[config.mk]
export PLATFORM = sky130hd
export DESIGN_NAME = prht_mulmod
export DESIGN_NICKNAME = d
export VERILOG_FILES = /design/src/sv/prht_pkg.sv /design/src/sv/prht_mulmod.sv
export SDC_FILE = /design/constraint.sdc
export NUM_CORES = 1
export LEC_CHECK = 0
export BUFFER_PORTS_ARGS = -buffer_cell sky130_fd_sc_hd__buf_2
export CORE_MARGIN = 1.5
export CORE_UTILIZATION = 39
export CTS_CLUSTER_SIZE = 24
export DETAILED_ROUTE_END_ITERATION = 6
export GPL_TIMING_DRIVEN = 0
export HOLD_SLACK_MARGIN = 0.12
export PLACE_DENSITY = 0.57
export REMOVE_ABC_BUFFERS = 1
export SYNTH_ARGS = -nofsm -noshare
export SYNTH_HDL_FRONTEND = slang
export SYNTH_SLANG_ARGS = --single-unit
export TNS_END_PERCENT = 1
[constraint.sdc]
create_clock -name clk -period 6.4 [get_ports clk]
set_input_delay 0.96 -clock clk [delete_from_list [all_inputs] [get_ports clk]]
set_output_delay 0.96 -clock clk [all_outputs]
set_load 0.03 [all_outputs]
[src/sv/prht_pkg.sv]
// Shared types and constants of the rolling prefix-hash table.
package prht_pkg;

  localparam int HASH_W    = 31;
  localparam int LEN_W     = 11;
  localparam int BYTE_W    = 8;
  localparam int MAX_LEN   = 1024;
  localparam int PA_W      = $clog2(MAX_LEN);
  localparam int NB_W      = $clog2(HASH_W + 1);
  localparam int CFG_IDX_W = 1;

  localparam logic [LEN_W-1:0]  MAX_LEN_L = LEN_W'(MAX_LEN);
  localparam logic [HASH_W-1:0] BASE_RST  = HASH_W'(31);
  localparam logic [HASH_W-1:0] MOD_RST   = HASH_W'(1000000007);

  localparam logic [CFG_IDX_W-1:0] CFG_BASE = 1'b0;
  localparam logic [CFG_IDX_W-1:0] CFG_MOD  = 1'b1;

  typedef enum logic [1:0] {
    ACT_APPEND = 2'd0,
    ACT_QUERY  = 2'd1,
    ACT_CLEAR  = 2'd2
  } action_t;

  typedef enum logic [1:0] {
    ST_OK    = 2'd0,
    ST_RANGE = 2'd1,
    ST_ORDER = 2'd2,
    ST_FULL  = 2'd3
  } status_t;

  typedef enum logic [2:0] {
    S_IDLE,
    S_CHECK,
    S_LOAD,
    S_MUL1,
    S_MUL2,
    S_FINISH
  } state_t;

endpackage

[src/sv/prht_mulmod.sv]
// Bit-serial modular multiplier: one multiplier bit per clock, MSB first.
module prht_mulmod import prht_pkg::*; (
  input  logic              clk,
  input  logic              rst_n,
  input  logic              start,
  input  logic [HASH_W-1:0] a,        // must already be below m
  input  logic [HASH_W-1:0] b,        // left-aligned, nbits used from the top
  input  logic [NB_W-1:0]   nbits,
  input  logic [HASH_W-1:0] m,
  output logic              done,
  output logic [HASH_W-1:0] product
);

  logic              busy_r;
  logic              done_r;
  logic [NB_W-1:0]   cnt_r;
  logic [HASH_W-1:0] a_r;
  logic [HASH_W-1:0] b_r;
  logic [HASH_W-1:0] acc_r;

  logic [HASH_W-1:0] addend;
  logic [HASH_W+1:0] sum;
  logic [HASH_W+2:0] d1;
  logic [HASH_W+2:0] d2;
  logic [HASH_W-1:0] acc_nxt;

  // acc = 2*acc + bit*a stays below 3m; remove m or 2m
  always_comb begin
    addend = b_r[HASH_W-1] ? a_r : '0;
    sum    = {1'b0, acc_r, 1'b0} + {2'b00, addend};
    d1     = {1'b0, sum} - {3'b000, m};
    d2     = {1'b0, sum} - {2'b00, m, 1'b0};
    if (!d2[HASH_W+2]) begin
      acc_nxt = d2[HASH_W-1:0];
    end else if (!d1[HASH_W+2]) begin
      acc_nxt = d1[HASH_W-1:0];
    end else begin
      acc_nxt = sum[HASH_W-1:0];
    end
  end

  always_ff @(posedge clk) begin
    if (!rst_n) begin
      busy_r <= 1'b0;
      done_r <= 1'b0;
      cnt_r  <= '0;
    end else begin
      done_r <= busy_r && (cnt_r == NB_W'(1));
      if (start) begin
        busy_r <= 1'b1;
        cnt_r  <= nbits;
      end else if (busy_r) begin
        cnt_r <= cnt_r - NB_W'(1);
        if (cnt_r == NB_W'(1)) begin
          busy_r <= 1'b0;
        end
      end
    end
  end

  always_ff @(posedge clk) begin
    if (start) begin
      a_r   <= a;
      b_r   <= b;
      acc_r <= '0;
    end else if (busy_r) begin
      acc_r <= acc_nxt;
      b_r   <= {b_r[HASH_W-2:0], 1'b0};
    end
  end

  assign done    = done_r;
  assign product = acc_r;

endmodule

* Word-level counts from Yosys, hierarchy flattened
Cells that the tools add are included.
** Word-level totals
- Flip-flop bits (word level) :: 100
- Output and inout port bits :: 32
- Logic and storage cells :: 23
** Cells by class
- Add/subtract/negate cells :: 4
- Equal/unequal tests :: 1
- Multiplexer cells :: 10
- Reductions and logical operators :: 2
** Operator list (number)
- 31-bit two-way mux :: 5
- 33-bit by 31-bit subtractor with 34-bit output :: 1
- 33-bit by 32-bit subtractor with 34-bit output :: 1
- 32-bit by 31-bit adder with 33-bit output :: 1
- 5-bit two-way mux :: 2
- 5-bit by 1-bit == test with 1-bit output (second input constant) :: 1
- 5-bit by 1-bit subtractor with 5-bit output (second input constant) :: 1
- 1-bit two-way mux :: 3
- 2-bit nonzero test :: 1
- 1-bit logical AND :: 1

* Logic depth before layout (Yosys ltp)
Gate-level depths: netlist of run 1.
- Depth in word-level cells :: 5
- Gate-level depth with buffers :: 26
- Depth with buffers taken out :: 23

* Worst setup path after synthesis of run 1
No wires, ideal clock.
- Kind :: reg-to-reg
- Start point :: register b_r[30]
- End point :: register acc_r[12], in the netlist product[12]
- Library setup time :: 0.073 ns
- Arrival time :: 4.911 ns
- Data required time :: 6.327 ns
- Slack :: 1.415 ns
- Stages on the path, launching flop included :: 24
- Period minus slack after synthesis :: 4.985 ns
- Path through :: edfxtp_1 -> clkbuf_1 -> nand2_1 -> inv_1 -> ha_1 -> a211oi_1 -> o211ai_2 -> a31oi_2 -> a21oi_1 -> or2_2 -> a221oi_1 -> o21ai_0 -> xor2_1 -> ha_1 -> a21o_1 -> a21o_1 -> a21o_1 -> a21oi_1 -> nor2b_1 -> o21ai_0 -> o2111ai_2 -> buf_2 -> o31a_1 -> nor3_2
** Between the ends
- Word-level cells in the longest chain between the ends :: 5
- Elaborated cells between the ends (all ways) :: 6
- Classes of those cells :: add/sub (3); mux (3)
** Ends and longest elaborated chain
- start, declared :: RTL line prht_mulmod.sv:18 : logic [HASH_W-1:0] b_r;
- start signal, assigned :: RTL line prht_mulmod.sv:68 : b_r <= {b_r[HASH_W-2:0], 1'b0};
- 31-bit two-way mux (*) :: RTL line prht_mulmod.sv:29 : addend = b_r[HASH_W-1] ? a_r : '0;
- 32-bit by 31-bit adder with 33-bit output (*) :: RTL line prht_mulmod.sv:30 : sum = {1'b0, acc_r, 1'b0} + {2'b00, addend};
- 33-bit by 31-bit subtractor with 34-bit output :: RTL line prht_mulmod.sv:31 : d1 = {1'b0, sum} - {3'b000, m};
- 31-bit two-way mux :: RTL line prht_mulmod.sv:35 : end else if (!d1[HASH_W+2]) begin
- 31-bit two-way mux (*) :: RTL line prht_mulmod.sv:33 : if (!d2[HASH_W+2]) begin
- end signal, assigned :: RTL line prht_mulmod.sv:67 : acc_r <= acc_nxt;
- end, declared :: RTL line prht_mulmod.sv:19 : logic [HASH_W-1:0] acc_r;
Every way passes the cells marked *; elsewhere a longest branch is shown, timed or not.
A chain may end at the register's enable or synchronous reset.

* Final worst setup path of run 1
- Start point :: register b_r[30]
- End point :: register acc_r[0], in the netlist product[0]
The elaborated chain is that of the path after synthesis.

==> flow_metrics.py, run 1 <==
metrics = {
    "synth": {
        "synth_most_common_cell": "a21oi_1",
        "yosys-top-cells-area": "edfxtp_1 (20%), ha_1 (13%), dfxtp_1 (8.2%)",
        "synth-xor-area-share": 0.06671,
        "synth_area_leader_cell": "edfxtp_1",
        "synthArstFlopShare": 0,
        "syn-cell-area_mm2": 0.009321,
        "ys_ff_latch": 100,
        "synth_fa_ha_area_frac": 0.1326,
        "postSynthAreaPerCell_um2": 8.560,
        "yosysSeqAreaShare": 0.2813,
        "ys.warnings.count": 0,
        "synth_common_cells": "a21oi_1 (103), ha_1 (94), nand2_1 (83)",
        "synth_simple_gate_area_frac": 0.1592,
        "synth_edf_count": 62,
        "synth_top_family_by_area": "compound AO/OA/AOI/OAI gates",
        "ys_types": 86,
        "synth-compound-area-share": 0.2667,
        "syn_inst": 1089,
        "synthFlopType": "edfxtp_1",
        "synthMuxAreaShare": 0.04389,
        "yosys.area.top_type_share": 0.1997,
    },
    "setup_path": {
        "crit_path_max_incr_delay_ns": 0.50,
        "crit_path_end_kind": "flop",
        "crit_arrival_ns": 6.36,
        "critPathMaxFanout": 10,
        "crit_family": "compound AO/OA/AOI/OAI gates",
        "crit_chain": "buf_4 -> and2_1 -> ha_1 -> a21o_1 -> a211oi_1 -> a21oi_1 -> or2_2 -> a221oi_1 -> o21ai_0 -> xor2_1 -> buf_4 -> ha_1 -> a21o_1 -> a21o_1 -> a21o_1 -> a21oi_1 -> nor2b_1 -> o21ai_4 -> o2111a_2 -> o21ai_1 -> mux2_1 -> a211oi_1",
        "worstPathRequired_ns": 6.68,
        "worst_setup_path_start_kind": "flop",
        "path_class": "flop to flop",
        "cp_common_cell": "a21o_1",
        "critical_path_buf_inv_count": 2,
        "slowest_stage": "edfxtp_1",
    },
    "floorplan": {
        "fp.dieArea_mm2": 0.02484,
        "placementRows": 56,
        "initial_utilization": 0.3971,
        "io_pins": 133,
        "die_h_um": 157.6,
        "core_mm2": 0.02347,
        "dieWidth_um": 157.6,
    },
    "place": {
        "portBuffers": 132,
        "gp_congestion": 0.8899,
        "hpwl_um": 21000,
        "post_dp_cell_area_mm2": 0.01022,
    },
    "clock_network": {
        "clockBufferDepth": 2,
        "path_clk_slew_ns": 0.08,
        "clock_latency_ns": 0.36,
        "htreeDepth": 3,
        "cts_buffers": 9,
        "hold_buffers": 0,
        "cts_root_buf": "clkbuf_16",
        "numClockSinks": 100,
        "cts_tree": "built",
    },
    "detailed_routing": {
        "drtPass1Iterations": 5,
        "dr_total_vias": 8631,
        "route.detailed.wl_per_inst_um": 18.80,
        "drc": 0,
        "postRouteAntennaNets": 0,
        "vias_per_cell": 5.634,
        "drt_iter0_drc": 563,
        "wirelength_um": 28810,
    },
    "sta": {
        "layout_min_cycle_time_ns": 6.084,
        "finalHoldViolations": 0,
        "timing.fmax_mhz": 164.4,
        "skew_ns": 0.01015,
        "worstMarginPinSlew_ns": 1.143,
        "fin_crit_sh": 0.9506,
        "setup_viol": 0,
        "slew_viol_final": 0,
        "relSlewSlack": 0.2328,
    },
    "power_and_ir_drop": {
        "total_power_uw": 5221,
        "power.leakage_uw": 0.004744,
        "cellPowerDensity_mw_per_mm2": 484.0,
        "ir_drop_mv": 0.1705,
    },
    "global_routing": {
        "grt_pass1_vias": 8028,
        "grt_max_degree": 72,
        "grt_pass1_wl_um": 43480,
        "antenna_found_initial": 5,
        "gr-total-overflow": 0,
        "grtUsageTotal": 0.2286,
    },
    "min_path": {
        "holdCritPathClass": "flop to flop",
    },
    "run": {
        "cap_viol_max_count": 0,
    },
    "layout": {
        "num-fill-cells": 2327,
        "area_growth_pct": 15.72,
        "final_nets": 1404,
        "design_area_mm2": 0.01079,
        "drive_above_1_share": 0.1899,
    },
    "outcome": {
        "outcome": "finished, final reports clean",
    },
}
path summary, 6_finish.rpt:
check,start,end,slack [ns],depth (start not counted)
worst max-delay path,b_r[30]$_DFFE_PP_,product[0]$_SDFFE_PP0P_,0.32,22
worst min-delay path,product[24]$_SDFFE_PP0P_,product[24]$_SDFFE_PP0P_,0.50,2
worst max register to register,b_r[30]$_DFFE_PP_,product[0]$_SDFFE_PP0P_,0.32,22
worst min register to register,product[24]$_SDFFE_PP0P_,product[24]$_SDFFE_PP0P_,0.50,2
kinds of logic (layout without fill, tap and decap cells):
logic type,Yosys count,in the layout
simple gates,303,304
mux,37,37
buf+inv,115,234
flops,100,100
other cells,0,2
compound gates,366,368
xor+xnor,71,71
fa+ha+maj,97,97
cells in the final DEF (no fill, tap or decap), types with 35 or more instances in the layout:
cell,instances
a21oi_1,102
inv_1,70
o21ai_0,65
dfxtp_1,37
xnor2_1,50
ha_1,94
edfxtp_1,62
and2_1,35
nand2_1,82
buf_2,131
nor2_1,63
power breakdown:
group          internal [µW]  switching, µW  total [µW]
Combinational           1420           2280        3710
Clock                    319            292         611
Sequential               797            105         902
Total                   2540           2680        5220
timing repair:
item                                    in CTS  in global routing
pin swaps                                    3                  2
endpoints found under the setup margin      31                 31
buffers inserted                             7                  6
cloned                                       2                  1
endpoints found under the hold margin        0                  0
resized for setup                            6                 11
cell type report:
cell class	count	area, µm²	share of cell area
antenna	2	5.005	0.0004640
inverter	72	270.3	0.02506
multi-input combinational	877	6350	0.5887
clock buffer	9	225.2	0.02088
clock inverter	7	100.1	0.009280
tap	319	399.1	0.03700
sequential	100	2624	0.2432
timing repair buffer	146	813.3	0.07540
flip-flops by register name, summed over array words and instances (netlist names):
name,cells
a_r,31
product,31
done,1
busy_r,1
b_r,31
cnt_r,5
tightest hold or removal path, stage by stage, from the launching register on:
cell	delay (ns)
dfxtp_1	0.34
nand2_1	0.07
a21oi_1	0.05
stage by stage:
stage	util	TNS (ns)	setup WS (ns)	cells	hold WS (ns)
floorplan	-	0	0.7781	1046	0.5192
global placement	0.4341	-25.61	-1.471	1497	0.4788
detailed placement	0.4354	-25.30	-1.529	1498	0.4889
CTS	0.4540	0	0.06122	1523	0.5055
global route	0.4594	-0.01762	-0.008368	1531	0.5249
finish	0.4595	0	0.3161	1532	0.5025
layer usage:
layer	GRT usage	up-vias	wire length [µm]
met5	0	-	41
met4	0.07817	6	648
met3	0.04681	43	2158
met2	0.3593	292	12740
met1	0.3115	4008	13220
li1	-	4282	-
No activity file was read; power rests on OpenSTA's default activity.
==> run 2, diff against run 1 <==
- CORE_UTILIZATION: 39 -> 40
- PLACE_DENSITY: 0.57 -> 0.62
==> run 2 against run 1 <==
  * Count of clock-buffer cells in the layout increased by 2
  * Clock skew decreased by 0.0020 ns
  * Hold slack got worse by 0.019 ns
  * Core utilization increased by 0.52 points
  * Flip-flop and latch count unchanged
  * First-iteration DRC count increased by 3.6%
  * Clock power decreased by 18%
  * Critical path depth increased by 2
  * Die area decreased by 2.5%
  * Global-route usage decreased by 1.9 points
  * Combinational power decreased by 4%
  * Sequential power decreased by 0.7%
  * Largest power group unchanged
==> flow_metrics.py, run 2 (same netlist as run 1, synthesis figures left out) <==
metrics = {
    "sta": {
        "fin_ws_ns": 0.2948,
        "setup_viol": 0,
        "skew_ns": 0.008129,
        "rsz0062_at_grt": "false",
        "finalHoldViolations": 0,
        "fin_crit_sh": 0.9539,
        "timing.fmax_mhz": 163.8,
        "final.setup.tns_ns": 0,
        "layout_min_cycle_time_ns": 6.105,
        "slew_viol_final": 0,
        "worstMarginPinSlew_ns": 1.293,
        "relSlewSlack": 0.1359,
    },
    "floorplan": {
        "fp.dieArea_mm2": 0.02423,
        "core_mm2": 0.02278,
        "io_pins": 133,
        "initial_utilization": 0.4092,
        "placementRows": 55,
        "dieWidth_um": 155.7,
        "die_h_um": 155.7,
    },
    "layout": {
        "mostFrequentLayoutCells": "buf_2 (131), a21oi_1 (103), ha_1 (94)",
        "antenna_cells": 0,
        "multi_input_area_mm2": 0.006320,
        "num-fill-cells": 2274,
        "area_growth_pct": 13.56,
        "final_nets": 1394,
        "layout_commonest_cell": "buf_2",
        "regArea_mm2": 0.002624,
        "drive_above_1_share": 0.1783,
    },
    "setup_path": {
        "crit_path_max_incr_delay_ns": 0.47,
        "crit_chain": "buf_4 -> nand2_1 -> inv_1 -> ha_1 -> a211oi_1 -> o211ai_2 -> a31oi_4 -> a21oi_1 -> or2_2 -> a221oi_1 -> o21ai_0 -> xor2_1 -> buf_4 -> ha_1 -> a21o_1 -> a21o_1 -> a21o_1 -> a21oi_1 -> nor2b_1 -> o21ai_2 -> o2111ai_4 -> nor2_4 -> and3_1 -> a2111oi_2",
        "worstPathRequired_ns": 6.61,
        "cp_common_cell": "a21o_1",
        "crit_path_end_kind": "flop",
        "path_class": "flop to flop",
        "crit_arrival_ns": 6.32,
        "critPathMaxFanout": 16,
        "worst_setup_path_start_kind": "flop",
        "slowest_stage": "nor2_4",
    },
    "detailed_routing": {
        "postRouteAntennaNets": 0,
        "wirelength_um": 26380,
        "drt_iter0_drc": 583,
        "vias_per_cell": 5.567,
        "dr_total_vias": 8423,
        "drtPass1Iterations": 5,
        "drc": 0,
        "route.detailed.wl_per_inst_um": 17.43,
    },
    "run": {
        "cap_viol_max_count": 0,
    },
    "global_routing": {
        "grt_pass1_vias": 7725,
        "antenna_found_initial": 1,
        "grt_max_degree": 78,
        "grtUsageTotal": 0.2097,
        "gr-total-overflow": 0,
        "grt_pass1_wl_um": 40400,
    },
    "place": {
        "hpwl_um": 20020,
        "gp_congestion": 0.8998,
        "pre_cts_ws_ns": -0.9827,
        "portBuffers": 132,
    },
    "clock_network": {
        "clockBufferDepth": 2,
        "numClockSinks": 100,
        "cts_tree": "built",
        "cts_root_buf": "clkbuf_16",
        "hold_buffers": 0,
        "htreeDepth": 3,
        "clock_latency_ns": 0.35,
        "cts_buffers": 9,
        "path_clk_slew_ns": 0.07,
    },
    "power_and_ir_drop": {
        "cellPowerDensity_mw_per_mm2": 468.6,
        "total_power_uw": 4960,
        "ir_drop_mv": 0.2166,
        "power.leakage_uw": 0.004649,
    },
    "outcome": {
        "outcome": "finished, final reports clean",
    },
    "min_path": {
        "holdCritPathClass": "flop to flop",
    },
}
run 2: per-layer routing:
layer / wire length [µm] / global-route usage
met4: 666 / 0.06531
met2: 11070 / 0.3110
met3: 1829 / 0.04222
met1: 12800 / 0.3041
met5: 12 / 0
run 2: critical path: cells and delay by family, from the launching register on:
family / cells / cell delay [ns]
xor+xnor: 1 / 0.17
fa+ha+maj: 2 / 0.61
flops: 1 / 0.35
simple gates: 5 / 1.23
buf+inv: 3 / 0.41
compound gates: 13 / 3.17
run 2: final timing paths:
path                       startpoint                       end  slack [ns]  cells past startpoint
min          product[29]$_SDFFE_PP0P_  product[29]$_SDFFE_PP0P_        0.48                      2
max reg2reg         b_r[30]$_DFFE_PP_  product[28]$_SDFFE_PP0P_        0.29                     24
max                 b_r[30]$_DFFE_PP_  product[28]$_SDFFE_PP0P_        0.29                     24
min reg2reg  product[29]$_SDFFE_PP0P_  product[29]$_SDFFE_PP0P_        0.48                      2
run 2: layout make-up:
| type | count | area share |
|---|---|---|
| Timing Repair Buffer | 137 | 0.06808 |
| Inverter | 72 | 0.02553 |
| Clock buffer | 11 | 0.02199 |
| Sequential cell | 100 | 0.2479 |
| Multi-Input combinational cell | 876 | 0.5970 |
| Tap cell | 313 | 0.03700 |
| Clock inverter | 4 | 0.002482 |
run 2: repair_timing:
action | in CTS | in global routing
setup endpoints to repair | 31 | 31
hold endpoints to repair | 0 | 0
gates cloned | 0 | 2
setup buffers | 1 | 3
gates resized for setup | 7 | 7
pin swaps | 0 | 2
run 2: power by group:
group          switching (µW)  leakage [µW]  internal, µW
logic                    2210       0.00359          1350
registers                97.4      0.000929           798
clock network             241      0.000126           262
run 2: stage by stage:
stage / hold WS (ns) / utilization / area [µm²] / std cells
floorplan: 0.5192 / - / 9130 / 1046
global placement: 0.4706 / 0.4470 / 10180 / 1491
detailed placement: 0.4754 / 0.4484 / 10210 / 1492
CTS: 0.4879 / 0.4613 / 10510 / 1508
global route: 0.5140 / 0.4647 / 10590 / 1513
finish: 0.4831 / 0.4647 / 10590 / 1513
==> run 3, diff against run 2 <==
- CORE_ASPECT_RATIO: not set -> 1.2
- clock period: 6.4 -> 7.42 ns (I/O delays scaled with it)
==> run 3 against run 2 <==
  * Register-to-register slack better by 0.31 ns
  * Non-clock buffer count down 3
  * Die area barely moved
  * Hold slack gained 0.0095 ns
  * Via count up 0.83%
  * Highest routed layer is now met4
  * Critical path type unchanged
==> flow_metrics.py, run 3 (same netlist as run 1, synthesis figures left out) <==
metrics = {
    "detailed_routing": {
        "route.detailed.wl_per_inst_um": 17.13,
        "drt_iter0_drc": 454,
        "vias_per_cell": 5.617,
        "postRouteAntennaNets": 0,
        "drc": 0,
        "dr_total_vias": 8493,
        "drtPass1Iterations": 7,
        "wirelength_um": 25900,
    },
    "global_routing": {
        "met3_usage": 0.02983,
        "grt_pass1_wl_um": 40510,
        "globalRoute.busiestLayer": "met2",
        "use_met2": 0.3987,
        "grt_max_degree": 73,
        "antenna_found_initial": 1,
        "grt_pass1_vias": 8202,
        "use_met1": 0.2404,
        "gr-total-overflow": 0,
        "grtUsageTotal": 0.2118,
    },
    "sta": {
        "layout_min_cycle_time_ns": 6.813,
        "skew_ns": 0.008987,
        "fin_crit_sh": 0.9182,
        "finalHoldViolations": 0,
        "setup_viol": 0,
        "rsz0062_at_grt": "false",
        "timing.fmax_mhz": 146.8,
        "relSlewSlack": 0.1374,
        "final.setup.tns_ns": 0,
        "hold_ws_ns": 0.4926,
        "slew_viol_final": 0,
        "worstMarginPinSlew_ns": 1.291,
    },
    "floorplan": {
        "placementRows": 61,
        "die_h_um": 170.2,
        "initial_utilization": 0.4044,
        "dieWidth_um": 142.4,
        "core_mm2": 0.02305,
        "io_pins": 133,
        "fp.dieArea_mm2": 0.02423,
    },
    "layout": {
        "drive_above_1_share": 0.1747,
        "mostFrequentLayoutCells": "buf_2 (131), a21oi_1 (103), ha_1 (94)",
        "area_growth_pct": 13.13,
        "fin_util": 0.4575,
        "layout_commonest_cell": "buf_2",
        "instances_no_fill": 1512,
        "design_area_mm2": 0.01055,
        "final_nets": 1389,
    },
    "setup_path": {
        "crit_path_end_kind": "flop",
        "worstPathRequired_ns": 7.67,
        "timing.rr.start": "b_r[30]$_DFFE_PP_",
        "worst_setup_path_start_kind": "flop",
        "crit_arrival_ns": 7.07,
        "path_class": "flop to flop",
        "reg2reg_to": "product[28]$_SDFFE_PP0P_",
        "r2r_slack_ns": 0.61,
        "crit_start": "b_r[30]$_DFFE_PP_",
        "critPathMaxFanout": 24,
        "endpoint": "product[28]$_SDFFE_PP0P_",
        "r2r_cells": 21,
    },
    "min_path": {
        "holdCritPathClass": "flop to flop",
    },
    "clock_network": {
        "path_clk_slew_ns": 0.08,
        "hold_buffers": 0,
        "cts_tree": "built",
        "htreeDepth": 3,
        "clockBufferDepth": 2,
        "cts_buffers": 9,
        "cts_root_buf": "clkbuf_16",
        "clock_latency_ns": 0.35,
        "numClockSinks": 100,
    },
    "place": {
        "gp_congestion": 0.9066,
        "hpwl_um": 20370,
        "dp_cells": 1494,
        "post_dp_cell_area_mm2": 0.01021,
        "portBuffers": 132,
    },
    "run": {
        "cap_viol_max_count": 0,
    },
    "power_and_ir_drop": {
        "power.leakage_uw": 0.004643,
        "ir_drop_mv": 0.1482,
        "cellPowerDensity_mw_per_mm2": 401.6,
    },
    "outcome": {
        "outcome": "finished, final reports clean",
    },
}
-- run 3: layout make-up --
| class | instances | area [µm²] |
|---|---|---|
| multi-input combinational | 874 | 6246 |
| antenna | 1 | 2.502 |
| tap | 315 | 394.1 |
| sequential | 100 | 2624 |
| inverter | 72 | 270.3 |
| fill | 2378 | 12500 |
| timing repair buffer | 134 | 701.9 |
| clock buffer | 9 | 225.2 |
| clock inverter | 7 | 81.33 |
-- run 3: metrics by stage --
stage / total power (µW) / setup slack (ns)
4_1_cts: 4226 / 0.03819
6_report: 4235 / 0.6073
5_1_grt: 4574 / 0.01883
3_5_place_dp: 3723 / 0.1258
2_1_floorplan: 2978 / 1.798
3_3_place_gp: 3708 / 0.04167
-- run 3: worst min-delay path by stage --
stage	to	slack, ns	startpoint	cells past startpoint
6_report	product[13]$_SDFFE_PP0P_	0.49	product[13]$_SDFFE_PP0P_	2
5_1_grt	product[0]$_SDFFE_PP0P_	0.53	product[0]$_SDFFE_PP0P_	2
2_1_floorplan	done$_SDFF_PN0_	0.52	cnt_r[4]$_SDFFE_PN0P_	2
4_1_cts	product[13]$_SDFFE_PP0P_	0.49	product[13]$_SDFFE_PP0P_	2
3_3_place_gp	product[13]$_SDFFE_PP0P_	0.47	product[13]$_SDFFE_PP0P_	2
3_5_place_dp	product[13]$_SDFFE_PP0P_	0.48	product[13]$_SDFFE_PP0P_	2
-- run 3: worst max-delay path, cell delays in order, from the launching register on --
cell,delay (ns)
edfxtp_1,0.63
and2_1,0.20
ha_1,0.19
inv_1,0.06
fa_1,0.40
nand2b_1,0.19
a21oi_1,0.35
o21ai_1,0.18
a31oi_1,0.36
o21ai_0,0.16
a21boi_0,0.50
o21a_1,0.24
xor2_1,0.43
ha_1,0.29
and3_1,0.27
nand2_1,0.13
a2111oi_4,0.22
nor2_2,0.12
o2111ai_2,1.02
nor2_4,0.22
and3_1,0.28
a2111oi_2,0.26
-- run 3: where the power goes --
part           internal, µW  switching [µW]  leakage, µW
combinational          1140            1840      0.00356
sequential              688            83.7     0.000929
clock                   243             240     0.000150
-- run 3: what timing repair did --
action / CTS / global route
setup endpoints to repair: 0 / 21
gates resized for setup: 0 / 3
buffers inserted: 0 / 1
-- run 3: per-layer routing --
layer / up-vias / share of wire
met2: 229 / 0.52
met3: 49 / 0.047
met4: 0 / 0.030
met1: 3975 / 0.41
met5: - / 0
li1: 4240 / -
